`src/rtl/bfp_pkg.sv`:
```
// Package: shared types and constants for the bit field packer.
`timescale 1ns / 1ps
package bfp_pkg;

   typedef enum logic [1:0] {
      WIDTH_1  = 2'd0,
      WIDTH_6  = 2'd1,
      WIDTH_8  = 2'd2,
      WIDTH_16 = 2'd3
   } width_code_type;

   localparam logic ACTION_APPEND = 1'b0;
   localparam logic ACTION_FLUSH  = 1'b1;

   localparam int PEND_WIDTH = 7;
   localparam int ACC_WIDTH  = 23;

   typedef struct packed {
      logic [1:0] n_bytes;
      logic [7:0] byte0;
      logic [7:0] byte1;
   } pack_result_type;

endpackage

```
`src/rtl/bfp_pack_core.sv`:
```
// Pending bit state and the single-pass packing logic.
`timescale 1ns / 1ps
module bfp_pack_core
   import bfp_pkg::*;
(
   input  logic            clock,
   input  logic            reset,
   input  logic            fire,
   input  logic            action,
   input  logic [1:0]      width_code,
   input  logic [15:0]     field_value,
   output pack_result_type result
);

   logic [PEND_WIDTH-1:0] pend_ff, pend_in;
   logic [2:0]            cnt_ff, cnt_in;

   logic [15:0]          bits;
   logic [4:0]           w;
   logic [ACC_WIDTH-1:0] acc;
   logic [4:0]           total;
   logic [2:0]           new_cnt;
   logic [7:0]           flush_byte;

   always_comb begin
      unique case (width_code_type'(width_code))
         WIDTH_1: begin
            bits = {15'd0, field_value[0]};
            w    = 5'd1;
         end
         WIDTH_6: begin
            bits = {10'd0, field_value[5:0]};
            w    = 5'd6;
         end
         WIDTH_8: begin
            bits = {8'd0, field_value[7:0]};
            w    = 5'd8;
         end
         WIDTH_16: begin
            bits = {field_value[7:0], field_value[15:8]};
            w    = 5'd16;
         end
         default: begin
            bits = 16'd0;
            w    = 5'd0;
         end
      endcase
   end

   always_comb begin
      acc        = ({16'd0, pend_ff} << w) | {7'd0, bits};
      total      = {2'd0, cnt_ff} + w;
      new_cnt    = total[2:0];
      flush_byte = {pend_ff, 1'b0} << (3'd7 - cnt_ff);

      result.byte0 = 8'(acc >> (total - 5'd8));
      result.byte1 = 8'(acc >> (total - 5'd16));
      if (action == ACTION_FLUSH) begin
         result.n_bytes = (cnt_ff != 3'd0) ? 2'd1 : 2'd0;
         result.byte0   = flush_byte;
         pend_in        = '0;
         cnt_in         = 3'd0;
      end else begin
         if (total >= 5'd16) begin
            result.n_bytes = 2'd2;
         end else if (total >= 5'd8) begin
            result.n_bytes = 2'd1;
         end else begin
            result.n_bytes = 2'd0;
         end
         cnt_in  = new_cnt;
         pend_in = acc[PEND_WIDTH-1:0] & (7'h7f >> (3'd7 - new_cnt));
      end
   end

   always_ff @(posedge clock) begin
      if (reset) begin
         pend_ff <= '0;
         cnt_ff  <= 3'd0;
      end else if (fire) begin
         pend_ff <= pend_in;
         cnt_ff  <= cnt_in;
      end
   end

endmodule

```
`src/rtl/bit_field_packer.sv`:
```
// Top level: packs 1/6/8/16-bit fields MSB first into a byte stream; a 16-bit field goes out low byte first.
// The first byte of an item is offered in the cycle after its transfer.
// Throughput: one item per cycle while items yield at most one byte and rsp_ready is high;
// an item that yields two bytes blocks new items until its first byte leaves the two-entry output queue.
// Reset clears the pending bits, their count and the output queue.
`timescale 1ns / 1ps
module bit_field_packer
   import bfp_pkg::*;
(
   input  logic        clock,
   input  logic        reset,
   input  logic        req_valid,
   output logic        req_ready,
   input  logic        req_action,
   input  logic [1:0]  req_width_code,
   input  logic [15:0] req_field_value,
   output logic        rsp_valid,
   input  logic        rsp_ready,
   output logic [7:0]  rsp_out_byte,
   output logic        rsp_is_last
);

   pack_result_type result;
   logic            fire;
   logic            pop;

   logic [1:0] cnt_ff, cnt_in;
   logic [7:0] head_byte_ff, head_byte_in;
   logic [7:0] tail_byte_ff, tail_byte_in;

   assign pop       = rsp_valid & rsp_ready;
   assign req_ready = (cnt_ff == 2'd0) || (cnt_ff == 2'd1 && rsp_ready);
   assign fire      = req_valid & req_ready;

   bfp_pack_core u_core (
      .clock       (clock),
      .reset       (reset),
      .fire        (fire),
      .action      (req_action),
      .width_code  (req_width_code),
      .field_value (req_field_value),
      .result      (result)
   );

   always_comb begin
      cnt_in       = cnt_ff;
      head_byte_in = head_byte_ff;
      tail_byte_in = tail_byte_ff;
      if (fire) begin
         cnt_in       = result.n_bytes;
         head_byte_in = result.byte0;
         tail_byte_in = result.byte1;
      end else if (pop) begin
         cnt_in       = cnt_ff - 2'd1;
         head_byte_in = tail_byte_ff;
      end
   end

   always_ff @(posedge clock) begin
      if (reset) begin
         cnt_ff <= 2'd0;
      end else begin
         cnt_ff <= cnt_in;
      end
      head_byte_ff <= head_byte_in;
      tail_byte_ff <= tail_byte_in;
   end

   assign rsp_valid    = (cnt_ff != 2'd0);
   assign rsp_out_byte = head_byte_ff;
   assign rsp_is_last  = (cnt_ff == 2'd1);

`ifndef SYNTHESIS
   a_cnt_range: assert property (@(posedge clock) disable iff (reset)
      cnt_ff != 2'd3)
      else $error("output queue count out of range");

   a_two_bytes: assert property (@(posedge clock) disable iff (reset)
      fire && result.n_bytes == 2'd2 |=> cnt_ff == 2'd2 && !rsp_is_last)
      else $error("two-byte item not queued as two transfers");

   a_no_bytes: assert property (@(posedge clock) disable iff (reset)
      fire && result.n_bytes == 2'd0 |=> !rsp_valid)
      else $error("item without bytes produced a transfer");

   a_advance: assert property (@(posedge clock) disable iff (reset)
      cnt_ff == 2'd2 && rsp_ready |=>
         cnt_ff == 2'd1 && head_byte_ff == $past(tail_byte_ff))
      else $error("queue did not advance to second byte");
`endif

endmodule
```
`config.mk`:
```
export PLATFORM = sky130hd
export DESIGN_NAME = bit_field_packer
export DESIGN_NICKNAME = d
export VERILOG_FILES = /design/src/rtl/bfp_pkg.sv /design/src/rtl/bfp_pack_core.sv /design/src/rtl/bit_field_packer.sv
export SDC_FILE = /design/constraint.sdc
export NUM_CORES = 1
export LEC_CHECK = 0
export ABC_AREA = 1
export BUFFER_PORTS_ARGS = -buffer_cell sky130_fd_sc_hd__buf_2
export CORE_ASPECT_RATIO = 1.4
export CORE_MARGIN = 5
export CORE_UTILIZATION = 45
export CTS_BUF_LIST = sky130_fd_sc_hd__clkbuf_8
export DETAILED_ROUTE_END_ITERATION = 10
export PLACE_DENSITY = 0.66
export SYNTH_ARGS = -nofsm -noshare
export SYNTH_HDL_FRONTEND = slang
export SYNTH_SLANG_ARGS = --single-unit
```
`constraint.sdc`:
```
create_clock -name clock -period 2.6 [get_ports clock]
set_input_delay 0.26 -clock clock [delete_from_list [all_inputs] [get_ports clock]]
set_output_delay 0.26 -clock clock [all_outputs]
set_load 0.01 [all_outputs]
```
# Word-level counts from Yosys, hierarchy flattened
# Index checks and enable logic that the tools add are counted.
word_totals:
  input_bits: 23
  wordCells: 46
  output_inout_bits: 11
  regBits: 28
classes:
  n_lt_le_gt_ge: 2
  n_addsub: 6
  shifts: 5
  reduce_logical: 7
  mux: 13
  eq_ne: 4
  bitwise: 4
op_table:
  columns: ["op", "n"]
  rows:
  - ["$pmux W16 S4", 1]
  - ["$shr A23 B5 Y8", 2]
  - ["$mux W8", 3]
  - ["$or A23 B16 Y23", 1]
  - ["$shl A7 B5 Y23", 1]
  - ["$pmux W5 S4", 1]
  - ["$mux W2", 4]
  - ["$shl A8 B3 Y8", 1]
  - ["$and A7 B7 Y7", 1]
  - ["$mux W7", 1]
  - ["$shr A7 B3 Y7 const A", 1]
  - ["$sub A3 B3 Y3 const A", 2]
  - ["$add A3 B5 Y5", 1]
  - ["$ge A5 B4 Y1 const B", 1]
  - ["$ge A5 B5 Y1 const B", 1]
  - ["$sub A5 B4 Y5 const B", 1]
  - ["$sub A5 B5 Y5 const B", 1]
  - ["$eq A2 B1 Y1 const B", 2]
  - ["$eq A2 B2 Y1 const B", 2]
  - ["$logic_not A2 Y1", 2]
  - ["$reduce_bool A2 Y1", 2]
  - ["$mux W3", 1]
  - ["$reduce_bool A3 Y1", 1]
  - ["$and A1 B1 Y1", 2]
  - ["other kinds (4)", 5]

# Logic depth before layout (Yosys ltp)
# Gate-level depths: netlist of run 1.
depth:
  word_depth: 8
  depth_mapped: 20
  mapped_depth_nobuf: 19

# Cells and area by module
# From an unflattened synthesis of run 1, not the netlist that was laid out.
hier_totals:
  cells_unflattened: 479
  hier_area_um2: 2757.6
by_module_without_submodules:
  columns: ["module", "cells_per_inst", "seq_area_each_um2", "area_per_inst_um2", "instances"]
  rows:
  - ["bfp_pack_core", 411, 200.2, 1998.2, 1]
  - ["bit_field_packer", 68, 520.5, 759.5, 1]

# Least setup slack after synthesis of run 1
# Ideal clock, no wire load.
synth_timing:
  kind: "register to register"
  start: "register u_core.cnt_ff[1]"
  end: "register head_byte_ff[5] (netlist: rsp_out_byte[5]), data pin"
  path_stages_with_launch: 19
  t_arrival_ps: 2489
  path_buffers: 2
  t_required_ps: 2348
  synth_period_minus_slack_ps: 2741
  setup_slack_ps: -141
  setup_time_ps: 252
  cell_sequence: "dfxtp_1 > clkbuf_2 > clkinv_1 > nand2_1 > nand2_1 > inv_1 > ha_1 > inv_1 > nand2_1 > nand3_2 > a21oi_2 > inv_1 > ha_1 > clkbuf_1 > nor2_2 > a21oi_1 > nand2_1 > nand2_1 > nand2_1"
synth_via:
  elab_chain_len: 5
  elab_cells_between_ends: 7
  cone_classes: "add/sub (3); shift (2); mux (2)"
synth_lines:
  columns: ["item", "line", "source"]
  rows:
  - ["from (decl)", "bfp_pack_core.sv:16", "logic [2:0] cnt_ff, cnt_in;"]
  - ["from (signal assigned)", "bfp_pack_core.sv:82", "cnt_ff <= cnt_in;"]
  - ["$add A3 B5 Y5", "bfp_pack_core.sv:52", "total = {2'd0, cnt_ff} + w;"]
  - ["$sub A5 B4 Y5", "bfp_pack_core.sv:56", "result.byte0 = 8'(acc >> (total - 5'd8));"]
  - ["$shr A23 B5 Y8", "bfp_pack_core.sv:56", null]
  - ["$mux W8 (*)", "bfp_pack_core.sv:58", "if (action == ACTION_FLUSH) begin"]
  - ["$mux W8 (*)", "bit_field_packer.sv:49", "if (fire) begin"]
  - ["via head_byte_in[5]", "bit_field_packer.sv:28", "logic [7:0] head_byte_ff, head_byte_in;"]
  - ["to (signal assigned)", "bit_field_packer.sv:65", "head_byte_ff <= head_byte_in;"]
  - ["to (decl)", "bit_field_packer.sv:28", null]
# Mark *: on every way through the listed nets, which the timed path passes. The rest lies on a longest branch.
# A chain may end at the register's enable or synchronous reset.

# Final worst setup path of run 1
layout_timing:
  start: "register u_core.cnt_ff[1]"
  end: "register head_byte_ff[3] (netlist: rsp_out_byte[3]), data pin"
# The elaborated chain is that of the path after synthesis.

==> results of run 1 <==
[worst max-delay path: cells and delay by family, from the launching register on]
kind	cells	cell delay, ns
DFF	1	0.40
AOI/OAI and AO/OA	1	0.15
and+or+nand+nor	9	0.62
adders and majority gates	2	0.51
buffers and inverters	6	0.55
[final timing paths]
path	from	end	slack (ns)	depth (start not counted)
setup / recovery	u_core.cnt_ff[1]$_SDFFE_PP0P_	rsp_out_byte[3]$_DFFE_PP_	0.10	18
hold / removal	reset	u_core.cnt_ff[1]$_SDFFE_PP0P_	0.28	2
setup reg to reg	u_core.cnt_ff[1]$_SDFFE_PP0P_	rsp_out_byte[3]$_DFFE_PP_	0.10	18
hold reg to reg	cnt_ff[1]$_SDFFE_PP0P_	cnt_ff[1]$_SDFFE_PP0P_	0.52	2
[through the flow]
stage | cell area, µm² | util (%) | setup slack [ns]
finish | 3330 | 51.1 | 0.104
global route | 3330 | 51.1 | 0.00975
CTS | 3330 | 51.0 | 0.102
detailed placement | 3280 | 50.3 | 0.124
global placement | 3280 | 50.3 | 0.183
floorplan | 3000 | - | 0.0391
[cell families after synthesis]
kind of cell	Yosys count	synth area share [%]
AO/OA/AOI/OAI	76	14.6
buffers and inverters	70	10.2
flip-flops	28	24.1
multiplexers	2	0.669
adder cells (fa/ha/maj)	5	2.09
AND/OR/NAND/NOR	336	48.3
[state kept, by name, summed over array words and instances, names as in the netlist]
register,flops
cnt_ff,2
u_core.cnt_ff,3
u_core.pend_ff,7
tail_byte_ff,8
rsp_out_byte,8
[final cells by class]
| type | instances | area, µm² | area share (%) |
|---|---|---|---|
| multi-input cells | 419 | 1980 | 59.3 |
| clock inverters | 1 | 3.75 | 0.113 |
| flip-flops and latches | 28 | 722 | 21.7 |
| well taps | 74 | 92.6 | 2.78 |
| clock buffers | 3 | 41.3 | 1.24 |
| repair buffers | 54 | 335 | 10.1 |
| inverters | 43 | 161 | 4.84 |
[metal layers]
metal / vias to the layer above / wire [µm] / track usage (%)
met3: 26 / 580 / 1.10
met2: 150 / 4770 / 40.6
met5: - / 0 / 0
li1: 1781 / - / -
met4: 0 / 410 / 11.3
met1: 1598 / 3990 / 29.9
[cell usage in the layout (no fill, tap or decap), drive strengths merged]
| master | n |
|---|---|
| a211oi | 1 |
| a21boi | 1 |
| a21oi | 25 |
| a221oi | 1 |
| a22oi | 4 |
| a31oi | 5 |
| a41oi | 1 |
| buf | 54 |
| clkbuf | 3 |
| clkinv | 3 |
| dfxtp | 12 |
| edfxtp | 16 |
| ha | 5 |
| inv | 41 |
| mux2i | 2 |
| nand2 | 196 |
| nand3 | 97 |
| nand3b | 1 |
| nand4 | 5 |
| nor2 | 33 |
| nor3 | 3 |
| o211ai | 8 |
| o21a | 2 |
| o21ai | 28 |
| or2 | 1 |
[where the power goes]
part,switching [µW],internal [µW],total [µW],leakage [µW]
clock network,135,106,241,0.0000231
registers,41.0,628,669,0.000258
logic,668,347,1010,0.00132
total,845,1080,1930,0.00160
==> results.py, run 1 <==
metrics = {
    "grt": {
        "grt_pass1_wl_mm": 15.7,
        "grt.total_usage_pct": 23.6,
        "grt_pass1_vias": 3215,
        "grt_max_degree": 29,
        "grt_overflow": 0,
        "antenna_found_initial": 0,
    },
    "sta": {
        "fmax_mhz": 401,
        "period_share_pct": 96.0,
        "finClkSkew_ns": 0.00953,
        "rsz0062_at_grt": "false",
        "worstMarginPinSlew_ns": 0.519,
        "slew_violations": 0,
        "period_minus_slack_ns": 2.50,
        "finalSetupViolCount": 0,
        "holdWs_ns": 0.282,
        "final.setup.tns_ns": 0,
        "hold_viol_final": 0,
        "slew_headroom_pct": 65.0,
    },
    "setup_path": {
        "criticalPathCategory": "reg -> reg",
        "crit_path_start_kind": "flip-flop",
        "crit_slowest_cell": "dfxtp_2",
        "cp_data_arrival_time_ns": 2.53,
        "cp_data_required_time_ns": 2.63,
        "path_cells": "clkinv_1 -> nand2_1 -> nand2_1 -> inv_1 -> ha_1 -> inv_1 -> nand2_1 -> nand3_2 -> a21oi_4 -> inv_1 -> ha_1 -> buf_4 -> nand2_1 -> inv_1 -> nand2_1 -> nand2_1 -> nand2_1 -> nand2_1",
        "critPathMaxFanout": 7,
        "crit_top_cell": "nand2_1",
        "critical_path.endpoint_type": "flip-flop",
        "cpPeakStageDelay_ns": 0.40,
    },
    "power_and_ir_drop": {
        "vdd.ir_drop.worst_mv": 0.275,
        "p_leak_uw": 0.00160,
        "power_uw": 1930,
        "power_per_cell_area_nw_per_um2": 577,
    },
    "route": {
        "dr.pass1.iters": 5,
        "wl_mm": 9.76,
        "drc": 0,
        "drt-initial-drc-count": 290,
        "viasPerCell": 5.72,
        "vias": 3555,
        "final_antenna_net_count": 0,
        "wl_per_cell_um": 15.7,
    },
    "final_layout": {
        "final_cell_count_no_fill": 622,
        "fin_nets": 577,
        "area_growth_pct": 11.5,
        "n_fill_cell": 702,
        "n_antenna_cell": 0,
        "drive_above_1_share_pct": 13.7,
    },
    "synthesis": {
        "yosysWarningCount": 0,
        "yosys.cell_count.top_type": "nand2_1",
        "synth_common_cells": "nand2_1 (191), nand3_1 (95), inv_1 (36)",
        "ys_ff_latch": 28,
        "post_synth_num_cell_types": 37,
        "synth_top_cell_area_share_pct": 24.0,
        "synthArstFlopShare_pct": 0,
        "synth.avg_cell_area_um2": 5.79,
        "syn-num-nets": 545,
        "synth_edf_count": 16,
        "ys.flop_type": "edfxtp_1",
        "synth_cells": 517,
        "synthTopCellsByArea": "nand2_1 (24%), edfxtp_1 (16%), nand3_1 (16%)",
        "post-synth-top-area-cell": "nand2_1",
        "seq_area_frac_synth_pct": 24.1,
        "syn-cell-area_um2": 2990,
    },
    "clocking": {
        "clk_pin_slew_worst_paths_ns": 0.10,
        "cts_buffer_depth": 2,
        "cts_setup_buffers": 0,
        "hold_buffers": 0,
        "cts_resized": 0,
        "htreeDepth": 1,
        "clk-insertion-delay-late_ns": 0.27,
        "cts_tree": "yes",
        "cts.sinks": 28,
        "numCtsBuffers": 3,
        "ctsRootBufferMaster": "clkbuf_8",
    },
    "flow_run": {
        "maxCapViolCount": 0,
    },
    "die": {
        "ios": 34,
        "core_area_um2": 6530,
        "chipWidth_um": 78.9,
        "num_rows": 35,
        "die_h_um": 106,
        "dieArea_um2": 8400,
        "start_util_pct": 45.8,
    },
    "run_status": {
        "outcome": "complete, no violations",
    },
    "hold_path": {
        "hold_class": "in -> reg",
    },
    "placed_design": {
        "io_buffer_count": 33,
        "dp.cells": 618,
        "place.gp.congestion": 0.999,
        "dp_hpwl_mm": 7.79,
    },
}
Note: power is estimated with default switching activity, not from simulation.
==> inputs of run 2 (changes only) <==
--- a/config.mk
+++ b/config.mk
@@ -12,6 +12,7 @@
 export CORE_UTILIZATION = 45
 export CTS_BUF_LIST = sky130_fd_sc_hd__clkbuf_8
 export DETAILED_ROUTE_END_ITERATION = 10
+export MAX_ROUTING_LAYER = met4
 export PLACE_DENSITY = 0.66
 export SYNTH_ARGS = -nofsm -noshare
 export SYNTH_HDL_FRONTEND = slang
==> run 2 against run 1 <==
  * Sequential power barely moved
  * Maximum frequency grew 3.2%
  * Hold slack improved by 0.012 ns
  * Count of clock-buffer cells in the layout did not move
  * Critical endpoint is now rsp_out_byte[1]$_DFFE_PP_
  * Largest power group unchanged
==> results.py, run 2 (same netlist as run 1, synthesis figures left out) <==
metrics = {
    "clocking": {
        "cts_buffer_depth": 2,
        "ctsRootBufferMaster": "clkbuf_8",
        "clk_pin_slew_worst_paths_ns": 0.10,
        "htreeDepth": 1,
        "cts.sinks": 28,
        "clk-insertion-delay-late_ns": 0.28,
        "cts_setup_buffers": 0,
        "numCtsBuffers": 3,
        "cts_tree": "yes",
        "cts_resized": 0,
        "hold_buffers": 0,
    },
    "final_layout": {
        "layout_common_cells": "nand2_1 (189), nand3_1 (95), inv_1 (35), buf_2 (33), nor2_1 (30)",
        "area_growth_pct": 11.9,
        "fin_nets": 578,
        "n_antenna_cell": 0,
        "drive_above_1_share_pct": 14.6,
        "final_cell_count_no_fill": 623,
        "final_common_cell": "nand2_1",
    },
    "route": {
        "viasPerCell": 5.74,
        "dr.pass1.iters": 7,
        "final_antenna_net_count": 0,
        "wl_mm": 9.99,
        "drt-initial-drc-count": 275,
        "vias": 3574,
        "drc": 0,
        "wl_per_cell_um": 16.0,
    },
    "power_and_ir_drop": {
        "p_int_uw": 1090,
        "p_leak_uw": 0.00161,
        "switchingPower_uw": 851,
        "combPwrFrac_pct": 53.1,
        "seqPwrFrac_pct": 34.5,
        "pwr-share-clk_pct": 12.4,
        "power_per_cell_area_nw_per_um2": 579,
        "swShare_pct": 43.9,
        "vdd.ir_drop.worst_mv": 0.295,
    },
    "sta": {
        "finClkSkew_ns": 0.00626,
        "final.setup.tns_ns": 0,
        "fmax_mhz": 413,
        "period_share_pct": 93.0,
        "rsz0062_at_grt": "false",
        "slew_headroom_pct": 66.0,
        "holdWs_ns": 0.294,
        "finalSetupViolCount": 0,
        "period_minus_slack_ns": 2.42,
        "hold_viol_final": 0,
        "slew_violations": 0,
        "worstMarginPinSlew_ns": 0.505,
    },
    "die": {
        "die_h_um": 106,
        "core_area_um2": 6530,
        "ios": 34,
        "dieArea_um2": 8400,
        "num_rows": 35,
        "chipWidth_um": 78.9,
        "start_util_pct": 45.8,
    },
    "setup_path": {
        "cp_data_required_time_ns": 2.63,
        "critPathMaxFanout": 7,
        "crit_path_start_kind": "flip-flop",
        "criticalPathCategory": "reg -> reg",
        "rr_worst_depth": 18,
        "cp_data_arrival_time_ns": 2.45,
        "critical_path.endpoint_type": "flip-flop",
    },
    "hold_path": {
        "hold_path_depth": 2,
        "hold_class": "in -> reg",
    },
    "run_status": {
        "outcome": "complete, no violations",
    },
    "grt": {
        "grt_overflow": 0,
        "grt_max_degree": 29,
        "grt_pass1_wl_mm": 16.5,
        "grt.total_usage_pct": 25.4,
        "antenna_found_initial": 0,
        "grt_pass1_vias": 3409,
    },
    "flow_run": {
        "maxCapViolCount": 0,
    },
    "placed_design": {
        "dp_hpwl_mm": 8.00,
        "place.gp.congestion": 1.05,
        "dp.cells": 619,
        "io_buffer_count": 33,
    },
}
## run 2: cell types whose count changed in the layout (fill, tap and decap cells not counted), sizes merged
| cell | previous run | this run |
|---|---|---|
| buf | 54 | 55 |
| clkinv | 3 | 2 |
| inv | 41 | 42 |
## run 2: worst paths after layout
kind                                  from                             end  slack [ns]
min                                  reset  u_core.pend_ff[2]$_SDFFE_PP0P_        0.29
max          u_core.cnt_ff[1]$_SDFFE_PP0P_       rsp_out_byte[1]$_DFFE_PP_        0.18
max reg2reg  u_core.cnt_ff[1]$_SDFFE_PP0P_       rsp_out_byte[1]$_DFFE_PP_        0.18
min reg2reg         cnt_ff[1]$_SDFFE_PP0P_          cnt_ff[1]$_SDFFE_PP0P_        0.52
## run 2: power by group through the flow
stage	combinational (µW)	clock [µW]	sequential (µW)
final	1030	240	670
after global routing	1160	260	680
after CTS	1030	239	672
after detailed placement	1020	0	682
after global placement	1010	0	679
after floorplan	661	0	708
## run 2: through the flow
stage	total power (µW)	utilization (%)	cell area, µm²	worst slack [ns]
final	1940	51.3	3350	0.181
after detailed placement	1700	50.4	3290	0.0300
after floorplan	1370	-	3000	0.0391
after global placement	1690	50.4	3290	0.0372
after CTS	1940	51.1	3340	0.102
after global routing	2100	51.3	3350	0.0132
## run 2: area by class of cell
class | instances | area, µm²
Multi-Input combinational cell | 419 | 1990
Inverter | 43 | 161
Sequential cell | 28 | 721
Timing Repair Buffer | 55 | 343
Fill cell | 689 | 3180
Clock buffer | 3 | 41.3
Tap cell | 74 | 92.6
Clock inverter | 1 | 3.75
## run 2: metal layers
layer  track usage (%)  wire, µm  part of all wire (%)  vias to the layer above
met5                 -         0                     0                        -
met4              12.2       471                   4.7                        0
met3              1.53       562                   5.6                       31
met2              43.3      4900                    49                      143
met1              30.3      4060                    41                     1617
li1                  -         -                     -                     1783
## run 2: critical path: stages, from the launching register on
cell and delay [ns]:
dfxtp_1 0.33, buf_4 0.16, nand2_2 0.10, nand2_1 0.06
inv_1 0.06, ha_1 0.14, inv_1 0.05, nand2_1 0.07
nand3_2 0.11, a21oi_4 0.16, inv_2 0.07, ha_2 0.32
buf_4 0.18, nand2_1 0.08, inv_1 0.04, nand2_1 0.08
nand2_1 0.06, nand2_1 0.06, nand2_1 0.04
